[config.mk]
export PLATFORM = sky130hd
export DESIGN_NAME = quad_draw_list_builder
export DESIGN_NICKNAME = d
export VERILOG_FILES = /design/src/design/qdlb_pkg.sv /design/src/design/quad_draw_list_builder.sv
export SDC_FILE = /design/constraint.sdc
export NUM_CORES = 1
export LEC_CHECK = 0
export BUFFER_PORTS_ARGS = -buffer_cell sky130_fd_sc_hd__buf_4
export CORE_MARGIN = 2
export CORE_UTILIZATION = 36
export DETAILED_ROUTE_END_ITERATION = 8
export SKIP_CTS_REPAIR_TIMING = 1
export SLEW_MARGIN = 20
export SYNTH_ARGS = -nofsm -noshare
export SYNTH_HDL_FRONTEND = slang
export SYNTH_SLANG_ARGS = --single-unit
export TNS_END_PERCENT = 30
[constraint.sdc]
create_clock -name clk_i -period 13.5 [get_ports clk_i]
set_clock_uncertainty 0.1 [all_clocks]
set_input_delay 2.7 -clock clk_i [delete_from_list [all_inputs] [get_ports clk_i]]
set_output_delay 2.7 -clock clk_i [all_outputs]
set_load 0.01 [all_outputs]
[src/design/qdlb_pkg.sv]
`default_nettype none
package qdlb_pkg;

  localparam int QUAD_VERTS   = 4;
  localparam int QUAD_INDICES = 6;

  localparam logic [16:0] VERTEX_BUDGET_RST  = 17'd65536;
  localparam logic [17:0] INDEX_BUDGET_RST   = 18'd131072;
  localparam logic [12:0] COMMAND_BUDGET_RST = 13'd4096;

  typedef enum logic [1:0] {
    CFG_VERTEX_BUDGET  = 2'd0,
    CFG_INDEX_BUDGET   = 2'd1,
    CFG_COMMAND_BUDGET = 2'd2
  } cfg_reg_e;

  typedef enum logic [1:0] {
    FUNC_ADD      = 2'd0,
    FUNC_MARK     = 2'd1,
    FUNC_ROLLBACK = 2'd2,
    FUNC_CLEAR    = 2'd3
  } func_e;

  typedef enum logic [2:0] {
    KIND_VERTEX  = 3'd0,
    KIND_INDEX   = 3'd1,
    KIND_NEW_CMD = 3'd2,
    KIND_CMD_UPD = 3'd3,
    KIND_STATUS  = 3'd4
  } kind_e;

  typedef enum logic [2:0] {
    ST_OK         = 3'd0,
    ST_VERTEX     = 3'd1,
    ST_INDEX      = 3'd2,
    ST_COMMAND    = 3'd3,
    ST_DEGENERATE = 3'd4,
    ST_BAD_MARK   = 3'd5
  } status_e;

  typedef enum logic [2:0] {
    OS_NONE,
    OS_VERTEX,
    OS_INDEX,
    OS_COMMAND,
    OS_STATUS,
    OS_ROLLBACK
  } oksel_e;

  typedef enum logic [1:0] {
    J_NEXT,
    J_DISPATCH,
    J_END
  } jmp_e;

  typedef enum logic [1:0] {
    UPD_NONE,
    UPD_ADD,
    UPD_FUNC,
    UPD_ROLLBACK
  } upd_e;

  typedef logic [3:0] pc_t;

  localparam pc_t PC_DISPATCH = 4'd0;
  localparam pc_t PC_VERTEX   = 4'd1;
  localparam pc_t PC_COMMAND  = 4'd11;
  localparam pc_t PC_STATUS   = 4'd12;
  localparam pc_t PC_ROLLBACK = 4'd13;

  typedef struct packed {
    oksel_e     sel;
    logic [2:0] sub;
    jmp_e       jmp;
    upd_e       upd;
    logic       last;
  } ctrl_t;

  function automatic ctrl_t ucode(pc_t pc);
    ctrl_t c;
    c = '{sel: OS_NONE, sub: 3'd0, jmp: J_NEXT, upd: UPD_NONE, last: 1'b0};
    case (pc)
      4'd0:  c.jmp = J_DISPATCH;
      4'd1:  begin c.sel = OS_VERTEX; c.sub = 3'd0; end
      4'd2:  begin c.sel = OS_VERTEX; c.sub = 3'd1; end
      4'd3:  begin c.sel = OS_VERTEX; c.sub = 3'd2; end
      4'd4:  begin c.sel = OS_VERTEX; c.sub = 3'd3; end
      4'd5:  begin c.sel = OS_INDEX;  c.sub = 3'd0; end
      4'd6:  begin c.sel = OS_INDEX;  c.sub = 3'd1; end
      4'd7:  begin c.sel = OS_INDEX;  c.sub = 3'd2; end
      4'd8:  begin c.sel = OS_INDEX;  c.sub = 3'd3; end
      4'd9:  begin c.sel = OS_INDEX;  c.sub = 3'd4; end
      4'd10: begin c.sel = OS_INDEX;  c.sub = 3'd5; end
      4'd11: begin
        c.sel = OS_COMMAND; c.jmp = J_END; c.upd = UPD_ADD; c.last = 1'b1;
      end
      4'd12: begin
        c.sel = OS_STATUS; c.jmp = J_END; c.upd = UPD_FUNC; c.last = 1'b1;
      end
      4'd13: begin
        c.sel = OS_ROLLBACK; c.jmp = J_END; c.upd = UPD_ROLLBACK; c.last = 1'b1;
      end
      default: c.jmp = J_END;
    endcase
    return c;
  endfunction

  function automatic logic [1:0] quad_pattern(logic [2:0] k);
    logic [1:0] v;
    case (k)
      3'd0:    v = 2'd0;
      3'd1:    v = 2'd1;
      3'd2:    v = 2'd2;
      3'd3:    v = 2'd0;
      3'd4:    v = 2'd2;
      3'd5:    v = 2'd3;
      default: v = 2'd0;
    endcase
    return v;
  endfunction

endpackage
`default_nettype wire

[src/design/quad_draw_list_builder.sv]
`default_nettype none
// Indexed quad draw list builder. Each request on the slave stream carries a function in
// tuser (add rectangle, mark, rollback, clear) and the rectangle in tdata; the block answers
// with the store writes on the master stream, tlast on the final one. An accepted rectangle
// gives four vertex writes, six index writes and one command write or command length update;
// a refused one, and every other function, gives a single result. A small microcode program
// runs one step per cycle unless a result stalls at the master: one decode step, then one
// step per result. tready stays low while busy and rises in the cycle after the final
// result is loaded, so a new request waits until the last one is through.
// Budgets are written over the APB port at 0x0 (vertices), 0x4 (indices) and 0x8 (commands);
// the user must write them only while idle, as the block itself does not enforce this.
module quad_draw_list_builder #(
  parameter int VERTEX_DEPTH  = 65536,
  parameter int INDEX_DEPTH   = 131072,
  parameter int COMMAND_DEPTH = 4096
) (
  input  wire logic         clk_i,
  input  wire logic         rst_ni,
  input  wire logic         psel,
  input  wire logic         penable,
  input  wire logic         pwrite,
  input  wire logic [3:0]   paddr,
  input  wire logic [31:0]  pwdata,
  output logic      [31:0]  prdata,
  output logic              pready,
  input  wire logic         s_axis_tvalid_i,
  output logic              s_axis_tready_o,
  // rect_x, rect_y, rect_width, rect_height, tex_left, tex_top, tex_width, tex_height,
  // packed_color, draw_mode, clip_tag, zero pad
  input  wire logic [183:0] s_axis_tdata_i,
  // func
  input  wire logic [1:0]   s_axis_tuser_i,
  output logic              m_axis_tvalid_o,
  input  wire logic         m_axis_tready_i,
  // write_address, pos_x, pos_y, tex_u, tex_v, vertex_color, vertex_mode, word_value,
  // command_clip, status, zero pad
  output logic      [159:0] m_axis_tdata_o,
  // kind
  output logic      [2:0]   m_axis_tuser_o,
  output logic              m_axis_tlast_o
);
  import qdlb_pkg::*;

  logic [16:0] vb_q;
  logic [17:0] ib_q;
  logic [12:0] cb_q;

  logic cfg_wr;
  assign cfg_wr = psel && penable && pwrite;
  assign pready = 1'b1;

  always_ff @(posedge clk_i or negedge rst_ni) begin
    if (!rst_ni) begin
      vb_q <= VERTEX_BUDGET_RST;
      ib_q <= INDEX_BUDGET_RST;
      cb_q <= COMMAND_BUDGET_RST;
    end else if (cfg_wr) begin
      case (cfg_reg_e'(paddr[3:2]))
        CFG_VERTEX_BUDGET:  vb_q <= pwdata[16:0];
        CFG_INDEX_BUDGET:   ib_q <= pwdata[17:0];
        CFG_COMMAND_BUDGET: cb_q <= pwdata[12:0];
        default: ;
      endcase
    end
  end

  always_comb begin
    case (cfg_reg_e'(paddr[3:2]))
      CFG_VERTEX_BUDGET:  prdata = {15'd0, vb_q};
      CFG_INDEX_BUDGET:   prdata = {14'd0, ib_q};
      CFG_COMMAND_BUDGET: prdata = {19'd0, cb_q};
      default:            prdata = '0;
    endcase
  end

  logic [19:0] vb_eff, ib_eff, cb_eff;
  assign vb_eff = ({3'd0, vb_q} < 20'(VERTEX_DEPTH))  ? {3'd0, vb_q} : 20'(VERTEX_DEPTH);
  assign ib_eff = ({2'd0, ib_q} < 20'(INDEX_DEPTH))   ? {2'd0, ib_q} : 20'(INDEX_DEPTH);
  assign cb_eff = ({7'd0, cb_q} < 20'(COMMAND_DEPTH)) ? {7'd0, cb_q} : 20'(COMMAND_DEPTH);

  // Latched request
  func_e              func_q;
  logic signed [15:0] x_q, y_q, w_q, h_q, tl_q, tt_q, tw_q, th_q;
  logic [31:0]        color_q;
  logic [1:0]         mode_q;
  logic [15:0]        clip_q;

  // List state
  logic [16:0] vcnt_q, vcnt_d;
  logic [17:0] icnt_q, icnt_d;
  logic [12:0] ccnt_q, ccnt_d;
  logic [16:0] lfirst_q, lfirst_d;
  logic [17:0] llen_q, llen_d;
  logic [15:0] lclip_q, lclip_d;
  logic        mvalid_q, mvalid_d;
  logic [16:0] mvcnt_q, mvcnt_d;
  logic [17:0] micnt_q, micnt_d;
  logic [12:0] mccnt_q, mccnt_d;
  logic [17:0] mlen_q, mlen_d;
  logic [16:0] mfirst_q, mfirst_d;
  logic [15:0] mclip_q, mclip_d;

  // Sequencer
  logic  busy_q, busy_d;
  pc_t   pc_q, pc_d;
  ctrl_t ctrl;
  assign ctrl = ucode(pc_q);

  logic in_fire;
  assign s_axis_tready_o = !busy_q;
  assign in_fire = s_axis_tvalid_i && s_axis_tready_o;

  // Checks
  logic    deg, err_v, err_i, err_c, fresh, bad_mark;
  status_e add_status, step_status;
  assign deg   = (w_q <= 16'sd0) || (h_q <= 16'sd0);
  assign err_v = ({3'd0, vcnt_q} + 20'(QUAD_VERTS)) > vb_eff;
  assign err_i = ({2'd0, icnt_q} + 20'(QUAD_INDICES)) > ib_eff;
  assign fresh = (ccnt_q == 13'd0) || (lclip_q != clip_q);
  assign err_c = fresh && ({7'd0, ccnt_q} >= cb_eff);
  assign bad_mark = !mvalid_q || (mvcnt_q > vcnt_q) || (micnt_q > icnt_q) ||
                    (mccnt_q > ccnt_q);

  always_comb begin
    if (deg)        add_status = ST_DEGENERATE;
    else if (err_v) add_status = ST_VERTEX;
    else if (err_i) add_status = ST_INDEX;
    else if (err_c) add_status = ST_COMMAND;
    else            add_status = ST_OK;
  end

  always_comb begin
    case (func_q)
      FUNC_ADD:      step_status = add_status;
      FUNC_ROLLBACK: step_status = ST_BAD_MARK;
      default:       step_status = ST_OK;
    endcase
  end

  // Result datapath
  logic signed [16:0] px, py, tu, tv;
  logic [1:0]         corner;
  assign corner = ctrl.sub[1:0];
  assign px = 17'(x_q)  + (((corner == 2'd1) || (corner == 2'd2)) ? 17'(w_q)  : 17'sd0);
  assign py = 17'(y_q)  + (corner[1] ? 17'(h_q)  : 17'sd0);
  assign tu = 17'(tl_q) + (((corner == 2'd1) || (corner == 2'd2)) ? 17'(tw_q) : 17'sd0);
  assign tv = 17'(tt_q) + (corner[1] ? 17'(th_q) : 17'sd0);

  logic [17:0] llen_add;
  assign llen_add = llen_q + 18'(QUAD_INDICES);

  kind_e       r_kind;
  logic [16:0] r_addr;
  logic [16:0] r_px, r_py, r_tu, r_tv;
  logic [31:0] r_color;
  logic [1:0]  r_mode;
  logic [17:0] r_word;
  logic [15:0] r_clip;
  status_e     r_status;
  logic        emit;

  always_comb begin
    r_kind   = KIND_STATUS;
    r_addr   = '0;
    r_px     = '0;
    r_py     = '0;
    r_tu     = '0;
    r_tv     = '0;
    r_color  = '0;
    r_mode   = '0;
    r_word   = '0;
    r_clip   = '0;
    r_status = ST_OK;
    emit     = 1'b1;
    case (ctrl.sel)
      OS_VERTEX: begin
        r_kind  = KIND_VERTEX;
        r_addr  = vcnt_q + 17'(ctrl.sub);
        r_px    = px;
        r_py    = py;
        r_tu    = tu;
        r_tv    = tv;
        r_color = color_q;
        r_mode  = mode_q;
      end
      OS_INDEX: begin
        r_kind = KIND_INDEX;
        r_addr = 17'(icnt_q + 18'(ctrl.sub));
        r_word = {1'b0, vcnt_q} + 18'(quad_pattern(ctrl.sub));
      end
      OS_COMMAND: begin
        if (fresh) begin
          r_kind = KIND_NEW_CMD;
          r_addr = 17'(ccnt_q);
          r_word = icnt_q;
          r_clip = clip_q;
        end else begin
          r_kind = KIND_CMD_UPD;
          r_addr = 17'(ccnt_q - 13'd1);
          r_word = llen_add;
        end
      end
      OS_STATUS: r_status = step_status;
      OS_ROLLBACK: begin
        if (mccnt_q != 13'd0) begin
          r_kind = KIND_CMD_UPD;
          r_addr = 17'(mccnt_q - 13'd1);
          r_word = mlen_q;
        end
      end
      default: emit = 1'b0;
    endcase
  end

  // Output register
  logic         out_valid_q, out_valid_d;
  logic [159:0] out_data_q;
  logic [2:0]   out_kind_q;
  logic         out_last_q;
  logic         load, step;

  assign load = busy_q && emit && (!out_valid_q || m_axis_tready_i);
  assign step = busy_q && (!emit || load);

  always_comb begin
    out_valid_d = out_valid_q;
    if (m_axis_tready_i) out_valid_d = 1'b0;
    if (load)            out_valid_d = 1'b1;
  end

  always_ff @(posedge clk_i or negedge rst_ni) begin
    if (!rst_ni) out_valid_q <= 1'b0;
    else         out_valid_q <= out_valid_d;
  end

  always_ff @(posedge clk_i) begin
    if (load) begin
      out_data_q <= {4'd0, r_status, r_clip, r_word, r_mode, r_color,
                     r_tv, r_tu, r_py, r_px, r_addr};
      out_kind_q <= r_kind;
      out_last_q <= ctrl.last;
    end
  end

  assign m_axis_tvalid_o = out_valid_q;
  assign m_axis_tdata_o  = out_data_q;
  assign m_axis_tuser_o  = out_kind_q;
  assign m_axis_tlast_o  = out_last_q;

  // Next step
  always_comb begin
    busy_d = busy_q;
    pc_d   = pc_q;
    if (in_fire) begin
      busy_d = 1'b1;
      pc_d   = PC_DISPATCH;
    end else if (step) begin
      case (ctrl.jmp)
        J_DISPATCH: begin
          case (func_q)
            FUNC_ADD:      pc_d = (add_status == ST_OK) ? PC_VERTEX : PC_STATUS;
            FUNC_ROLLBACK: pc_d = bad_mark ? PC_STATUS : PC_ROLLBACK;
            default:       pc_d = PC_STATUS;
          endcase
        end
        J_END:   busy_d = 1'b0;
        default: pc_d = pc_q + 4'd1;
      endcase
    end
  end

  always_ff @(posedge clk_i or negedge rst_ni) begin
    if (!rst_ni) begin
      busy_q <= 1'b0;
      pc_q   <= PC_DISPATCH;
    end else begin
      busy_q <= busy_d;
      pc_q   <= pc_d;
    end
  end

  always_ff @(posedge clk_i) begin
    if (in_fire) begin
      func_q  <= func_e'(s_axis_tuser_i);
      x_q     <= s_axis_tdata_i[15:0];
      y_q     <= s_axis_tdata_i[31:16];
      w_q     <= s_axis_tdata_i[47:32];
      h_q     <= s_axis_tdata_i[63:48];
      tl_q    <= s_axis_tdata_i[79:64];
      tt_q    <= s_axis_tdata_i[95:80];
      tw_q    <= s_axis_tdata_i[111:96];
      th_q    <= s_axis_tdata_i[127:112];
      color_q <= s_axis_tdata_i[159:128];
      mode_q  <= s_axis_tdata_i[161:160];
      clip_q  <= s_axis_tdata_i[177:162];
    end
  end

  // State update on the final step
  logic upd_add, upd_mark, upd_clear, upd_roll;
  assign upd_add   = load && (ctrl.upd == UPD_ADD);
  assign upd_roll  = load && (ctrl.upd == UPD_ROLLBACK);
  assign upd_mark  = load && (ctrl.upd == UPD_FUNC) && (func_q == FUNC_MARK);
  assign upd_clear = load && (ctrl.upd == UPD_FUNC) && (func_q == FUNC_CLEAR);

  always_comb begin
    vcnt_d   = vcnt_q;
    icnt_d   = icnt_q;
    ccnt_d   = ccnt_q;
    lfirst_d = lfirst_q;
    llen_d   = llen_q;
    lclip_d  = lclip_q;
    mvalid_d = mvalid_q;
    mvcnt_d  = mvcnt_q;
    micnt_d  = micnt_q;
    mccnt_d  = mccnt_q;
    mlen_d   = mlen_q;
    mfirst_d = mfirst_q;
    mclip_d  = mclip_q;
    if (upd_add) begin
      vcnt_d = vcnt_q + 17'(QUAD_VERTS);
      icnt_d = icnt_q + 18'(QUAD_INDICES);
      if (fresh) begin
        lfirst_d = 17'(icnt_q);
        llen_d   = 18'(QUAD_INDICES);
        lclip_d  = clip_q;
        ccnt_d   = ccnt_q + 13'd1;
      end else begin
        llen_d = llen_add;
      end
    end
    if (upd_mark) begin
      mvalid_d = 1'b1;
      mvcnt_d  = vcnt_q;
      micnt_d  = icnt_q;
      mccnt_d  = ccnt_q;
      mlen_d   = (ccnt_q != 13'd0) ? llen_q   : '0;
      mfirst_d = (ccnt_q != 13'd0) ? lfirst_q : '0;
      mclip_d  = (ccnt_q != 13'd0) ? lclip_q  : '0;
    end
    if (upd_roll) begin
      vcnt_d   = mvcnt_q;
      icnt_d   = micnt_q;
      ccnt_d   = mccnt_q;
      lfirst_d = mfirst_q;
      llen_d   = mlen_q;
      lclip_d  = mclip_q;
    end
    if (upd_clear) begin
      vcnt_d   = '0;
      icnt_d   = '0;
      ccnt_d   = '0;
      lfirst_d = '0;
      llen_d   = '0;
      lclip_d  = '0;
    end
  end

  always_ff @(posedge clk_i or negedge rst_ni) begin
    if (!rst_ni) begin
      vcnt_q   <= '0;
      icnt_q   <= '0;
      ccnt_q   <= '0;
      lfirst_q <= '0;
      llen_q   <= '0;
      lclip_q  <= '0;
      mvalid_q <= 1'b0;
      mvcnt_q  <= '0;
      micnt_q  <= '0;
      mccnt_q  <= '0;
      mlen_q   <= '0;
      mfirst_q <= '0;
      mclip_q  <= '0;
    end else begin
      vcnt_q   <= vcnt_d;
      icnt_q   <= icnt_d;
      ccnt_q   <= ccnt_d;
      lfirst_q <= lfirst_d;
      llen_q   <= llen_d;
      lclip_q  <= lclip_d;
      mvalid_q <= mvalid_d;
      mvcnt_q  <= mvcnt_d;
      micnt_q  <= micnt_d;
      mccnt_q  <= mccnt_d;
      mlen_q   <= mlen_d;
      mfirst_q <= mfirst_d;
      mclip_q  <= mclip_d;
    end
  end

  a_pc_range: assert property (@(posedge clk_i) disable iff (!rst_ni)
    busy_q |-> (pc_q <= PC_ROLLBACK))
    else $error("sequencer left its program");

  a_last_ends: assert property (@(posedge clk_i) disable iff (!rst_ni)
    (load && ctrl.last) |=> !busy_q)
    else $error("request still busy after its final result");

  a_stall_holds: assert property (@(posedge clk_i) disable iff (!rst_ni)
    (busy_q && emit && out_valid_q && !m_axis_tready_i) |=> $stable(pc_q))
    else $error("sequencer advanced over a stalled result");

  a_add_indices: assert property (@(posedge clk_i) disable iff (!rst_ni)
    upd_add |=> (icnt_q == $past(icnt_q) + 18'(QUAD_INDICES)))
    else $error("index count not advanced by one quad");

  a_mark_kept: assert property (@(posedge clk_i) disable iff (!rst_ni)
    !$fell(mvalid_q))
    else $error("mark lost");

endmodule
`default_nettype wire
* Word level (Yosys, flattened, before mapping)
Cells that the tools add are included.
Storage, ports and cells: register bits 559, input bits 229, output and inout bits 199, logic and storage cells 209
Cells by class: order comparisons 11, eq/ne operators 36, mux-type cells 60, add/sub/neg operators 16, reduce and logical (&&, ||, !) cells 51
Operator list (number):
- 2-to-1 mux 18 bit | 11
- 2-to-1 mux 17 bit | 10
- case mux 18 bit (3 select lines) | 2
- 2-to-1 mux 16 bit | 5
- adder 16 x 17 -> 17 bit | 4
- case mux 17 bit (4 select lines) | 1
- 2-to-1 mux 13 bit | 5
- adder 18 x 3 -> 18 bit, second input constant | 2
- adder 17 x 3 -> 17 bit | 2
- less-or-equal comparator 16 x 1 -> 1 bit, second input constant | 2
- case mux 3 bit (5 select lines) | 2
- subtractor 13 x 1 -> 14 bit, second input constant | 2
- nonzero test 13 bit | 2
- equality test 4 bit, second input constant | 6
- adder 18 x 3 -> 19 bit, second input constant | 1
- greater-than comparator 19 x 18 -> 1 bit | 1
- adder 17 x 2 -> 18 bit | 1
- adder 17 x 3 -> 18 bit, second input constant | 1
- greater-than comparator 18 x 17 -> 1 bit | 1
- greater-than comparator 18 bit | 1
- < comparator 18 bit, second input constant | 1
- adder 17 x 3 -> 17 bit, second input constant | 1
- greater-than comparator 17 bit | 1
- < comparator 17 bit, second input constant | 1
- other kinds (40) | 108

* Logic depth before layout (Yosys ltp)
depth after elaboration 14, mapped depth 20

* Least setup slack after synthesis
Ideal clock, no wire load.
path type in2reg, from in m_axis_tready_i, to reg vcnt_q[9], arrival time 12.627 ns, slack 0.688 ns, library setup time 0.085 ns, required time 13.315 ns, stages 8, path through nand2b_1 nand2_1 a21oi_1 nand2_1 buf_2 nor2_1 a21oi_1 o22ai_1
On the way: longest elaborated chain between the ends 5, elaborated cells between the ends (all ways) 9
Ends and longest elaborated chain:
- start: declaration | RTL line quad_draw_list_builder.sv:34 | input wire logic m_axis_tready_i,
- logical OR 1 bit (*) | RTL line quad_draw_list_builder.sv:222 | assign load = busy_q && emit && (!out_valid_q || m_axis_tready_i);
- logical AND 1 bit (*) | RTL line quad_draw_list_builder.sv:222
- via load | RTL line quad_draw_list_builder.sv:220 | logic load, step;
- logical AND 1 bit (on tied branches) | RTL line quad_draw_list_builder.sv:302, quad_draw_list_builder.sv:304
- 2-to-1 mux 17 bit / logical AND 1 bit (equally long branches) | RTL line quad_draw_list_builder.sv:341, quad_draw_list_builder.sv:304
- 2-to-1 mux 17 bit / nonzero test 3 bit (equally long branches)
- end signal: assignment | RTL line quad_draw_list_builder.sv:375 | vcnt_q <= vcnt_d;
- end: declaration | RTL line quad_draw_list_builder.sv:89 | logic [16:0] vcnt_q, vcnt_d;
The timed path passes the listed nets; every way through them passes the cells marked *. A chain may end at the register's enable or synchronous reset.

* Worst setup path in the final report
from in paddr[2], to out prdata[8]
On the way: longest elaborated chain between the ends 2, elaborated cells between the ends (all ways) 4
Ends and longest elaborated chain:
- start: declaration | RTL line quad_draw_list_builder.sv:22 | input wire logic [3:0] paddr,
- equality test 2 bit, or another cell as far along | RTL line quad_draw_list_builder.sv:68 | case (cfg_reg_e'(paddr[3:2]))
- case mux 18 bit (3 select lines) (*) | RTL line quad_draw_list_builder.sv:68
- end: declaration | RTL line quad_draw_list_builder.sv:24 | output logic [31:0] prdata,
Mark *: on every way between the ends. The rest lies on a longest branch, timed or not.

==> results by group <==
Floorplanning
  – # IOs: 428
  – Core area: 82100 sq um
  – Chip width: 292 um
  – Total Die Area: 85200 sq um
  – Cell row count: 105
  – Die Y: 292 um
  – Initial Util: 36.4%

Final layout
  – Fin nets: 3576
  – Final Util: 43.8%
  – Layout cells sized above 1: 18.9%
  – Layout filler cell count: 7789
  – Layout Cells excl Fill: 4286
  – Area grow syn2layout: 20.6%

Placement
  – Detailed Place HPWL: 63.9 mm
  – Inst Count DP: 4164
  – Pre-CTS setup slack: 6.27 ns
  – Port Buffers: 386
  – RD Place Congestion: 0.934

Status
  – Status: complete, no violations

STA
  – Final hold slack: 0.371 ns
  – Fin. Hold Viols: 0
  – RSZ-0062 raised after global routing: no
  – Crit path setup slack, layout: 6.64 ns
  – Tcrit/Tclk final: 50.8%
  – Max Fclk: 146 MHz
  – Relative slew slack: 26.9%
  – Total negative setup slack: 0 ns
  – Slew Limit Fails: 0
  – Fin crit period: 6.86 ns
  – Actual slew at the worst max-slew pin: 1.09 ns
  – # setup viols final: 0

Flow run
  – MaxCap Viol Count: 0

Worst setup path
  – Crit-path max FO: 21
  – FF-to-FF End: m_axis_tdata_o[6]$_DFFE_PP_
  – R2R Setup Slk: 8.36 ns
  – Endpoint class of the critical path: output port
  – Worst Setup Path Type: in -> out
  – Worst EP required: 10.70 ns
  – Crit. Startpoint: paddr[2]
  – CP startpoint kind: primary input
  – Reg2reg path depth: 18
  – CP Capture Point: prdata[8]
  – Reg-to-reg startpoint: pc_q[1]$_DFFE_PN0P_
  – Worst EP arrival: 4.06 ns

Synth
  – Netlist Area Pre-Place: 29800 sq um
  – Ys async rst share: 39.2%
  – Mapped Avg Cell Area: 10.6 sq um
  – Count leader, synth: edfxtp_1
  – Syn. warnings: 0
  – Seq/Total Area, Yosys: 52.6%
  – Cell taking the most area after synthesis: edfxtp_1
  – Synth top cells by count: 340 x edfxtp_1, 313 x nand2_1, 240 x o21ai_0, 216 x dfrtp_1, 204 x nor2_1
  – Post-synth EDFFs: 340
  – FF+latch count, synth: 559
  – Share of the synthesized area in the top cell type: 34.2%
  – Synth cell types: 79
  – Cell count after synthesis: 2823
  – Primary FF master, synth: edfxtp_1
  – Synth area leaders: edfxtp_1 34%, dfrtp_1 18%, ha_1 7.5%

Pwr
  – Power per cell area: 220 nW/um^2
  – Peak VDD IR: 153 uV
  – P_leak: 14.8 nW

Detailed routing
  – Initial drt markers: 1872
  – Routed Antenna Nets: 0
  – Vias per cell: 5.30
  – Vias: 22700
  – Wire per inst: 20.8 um
  – Drt first pass iters: 5
  – # DRC: 0
  – WL final: 89.2 mm

Clock network
  – Worst-path clk slew: 0.06 ns
  – CTS Root Cell: clkbuf_16
  – CTS buffer count: 67
  – Clock Tree Buf Depth: 3
  – Clock sinks: 559
  – Number of H-tree levels: 3
  – CTS tree: built
  – Clock latency on the worst-skew pair: 0.64 ns

Global route
  – First-pass GRT wire length: 135 mm
  – Number of global-route vias before repair: 22200
  – Initial antenna violation count: 4
  – Pin count of the biggest net entering global routing: 115
  – Gr usage total: 20.7%
  – Grt total ovfl: 0

Worst hold path
  – Hold Crit Class: reg -> reg
[routing by layer]
layer / track usage [%] / part of all wire, % / vias to the layer above
met5: 0 / 0.025 / -
met4: 6.08 / 2.7 / 4
met3: 5.17 / 7.7 / 137
met2: 33.6 / 47 / 752
met1: 27.2 / 43 / 10900
li1: - / - / 10900
[flip-flops by register name, indices dropped and copies added (netlist names), 16 cells and up]
name and count:
m_axis_tdata_o 156, color_q 32, ib_q 18, icnt_q 18
llen_q 18, micnt_q 18, mlen_q 18, mvcnt_q 17
vb_q 17, vcnt_q 17, clip_q 16, h_q 16
lclip_q 16, mclip_q 16, th_q 16, tl_q 16
tt_q 16, tw_q 16, w_q 16, x_q 16
y_q 16
[critical path: stages]
cell,delay (ns)
buf_4,0.26
nor2b_2,0.62
nand2_1,0.10
o21ai_0,0.18
buf_4,0.20
[how the worst min path moves through the flow]
stage,cells past startpoint,endpoint,startpoint
6_report,1,mvalid_q$_DFFE_PN0P_,mvalid_q$_DFFE_PN0P_
2_1_floorplan,1,mvalid_q$_DFFE_PN0P_,mvalid_q$_DFFE_PN0P_
4_1_cts,1,mvalid_q$_DFFE_PN0P_,mvalid_q$_DFFE_PN0P_
3_3_place_gp,1,mvalid_q$_DFFE_PN0P_,mvalid_q$_DFFE_PN0P_
5_1_grt,1,mvalid_q$_DFFE_PN0P_,mvalid_q$_DFFE_PN0P_
3_5_place_dp,1,mvalid_q$_DFFE_PN0P_,mvalid_q$_DFFE_PN0P_
[cell usage in the layout (no fill, tap or decap), types with 67 or more instances in the layout]
cell type and n:
a21oi_1 124, and2_1 75, buf_4 409, clkbuf_16 67, dfrtp_1 216, edfxtp_1 340
ha_1 178, inv_1 94, nand2_1 312, nand3_1 67, nor2_1 202, nor3_1 68
o21ai_0 238, xnor2_1 88
[power breakdown]
| part | internal (mW) | total [mW] | switching, mW | leakage (nW) |
|---|---|---|---|---|
| Clock | 1.06 | 1.87 | 0.812 | 1.09 |
| Sequential | 2.48 | 2.76 | 0.286 | 6.07 |
| Combinational | 1.29 | 3.29 | 2.01 | 7.61 |
| Total | 4.82 | 7.92 | 3.10 | 14.8 |
[area by class of cell]
cell class,count,area [sq um],area share [%]
Sequential cell,559,15700,43.6
Multi-Input combinational cell,2022,13200,36.6
Timing Repair Buffer,412,3110,8.63
Clock buffer,82,1760,4.90
Tap cell,1070,1340,3.72
Clock inverter,38,518,1.44
Inverter,101,387,1.07
Antenna cell,2,5.00,0.0139
[cells by family (layout without fill, tap and decap cells)]
family	after synthesis	after routing	share of synthesized area [%]
adder cells (fa/ha/maj)	184	184	7.86
other	2	21	0.0252
multiplexers	69	69	2.51
buffers and inverters	259	633	3.73
XOR/XNOR	150	150	4.40
AND/OR/NAND/NOR	944	944	15.3
AO/OA/AOI/OAI	656	656	13.6
flip-flops	559	559	52.6
[through the flow]
stage                     instance area (sq um)  power, mW
final                                     36000       7.92
after floorplan                           29900       4.90
after global placement                    33700       6.06
after CTS                                 36000       8.00
after global routing                      36000       8.43
after detailed placement                  33700       6.09
(Power assumes the default switching activity.)
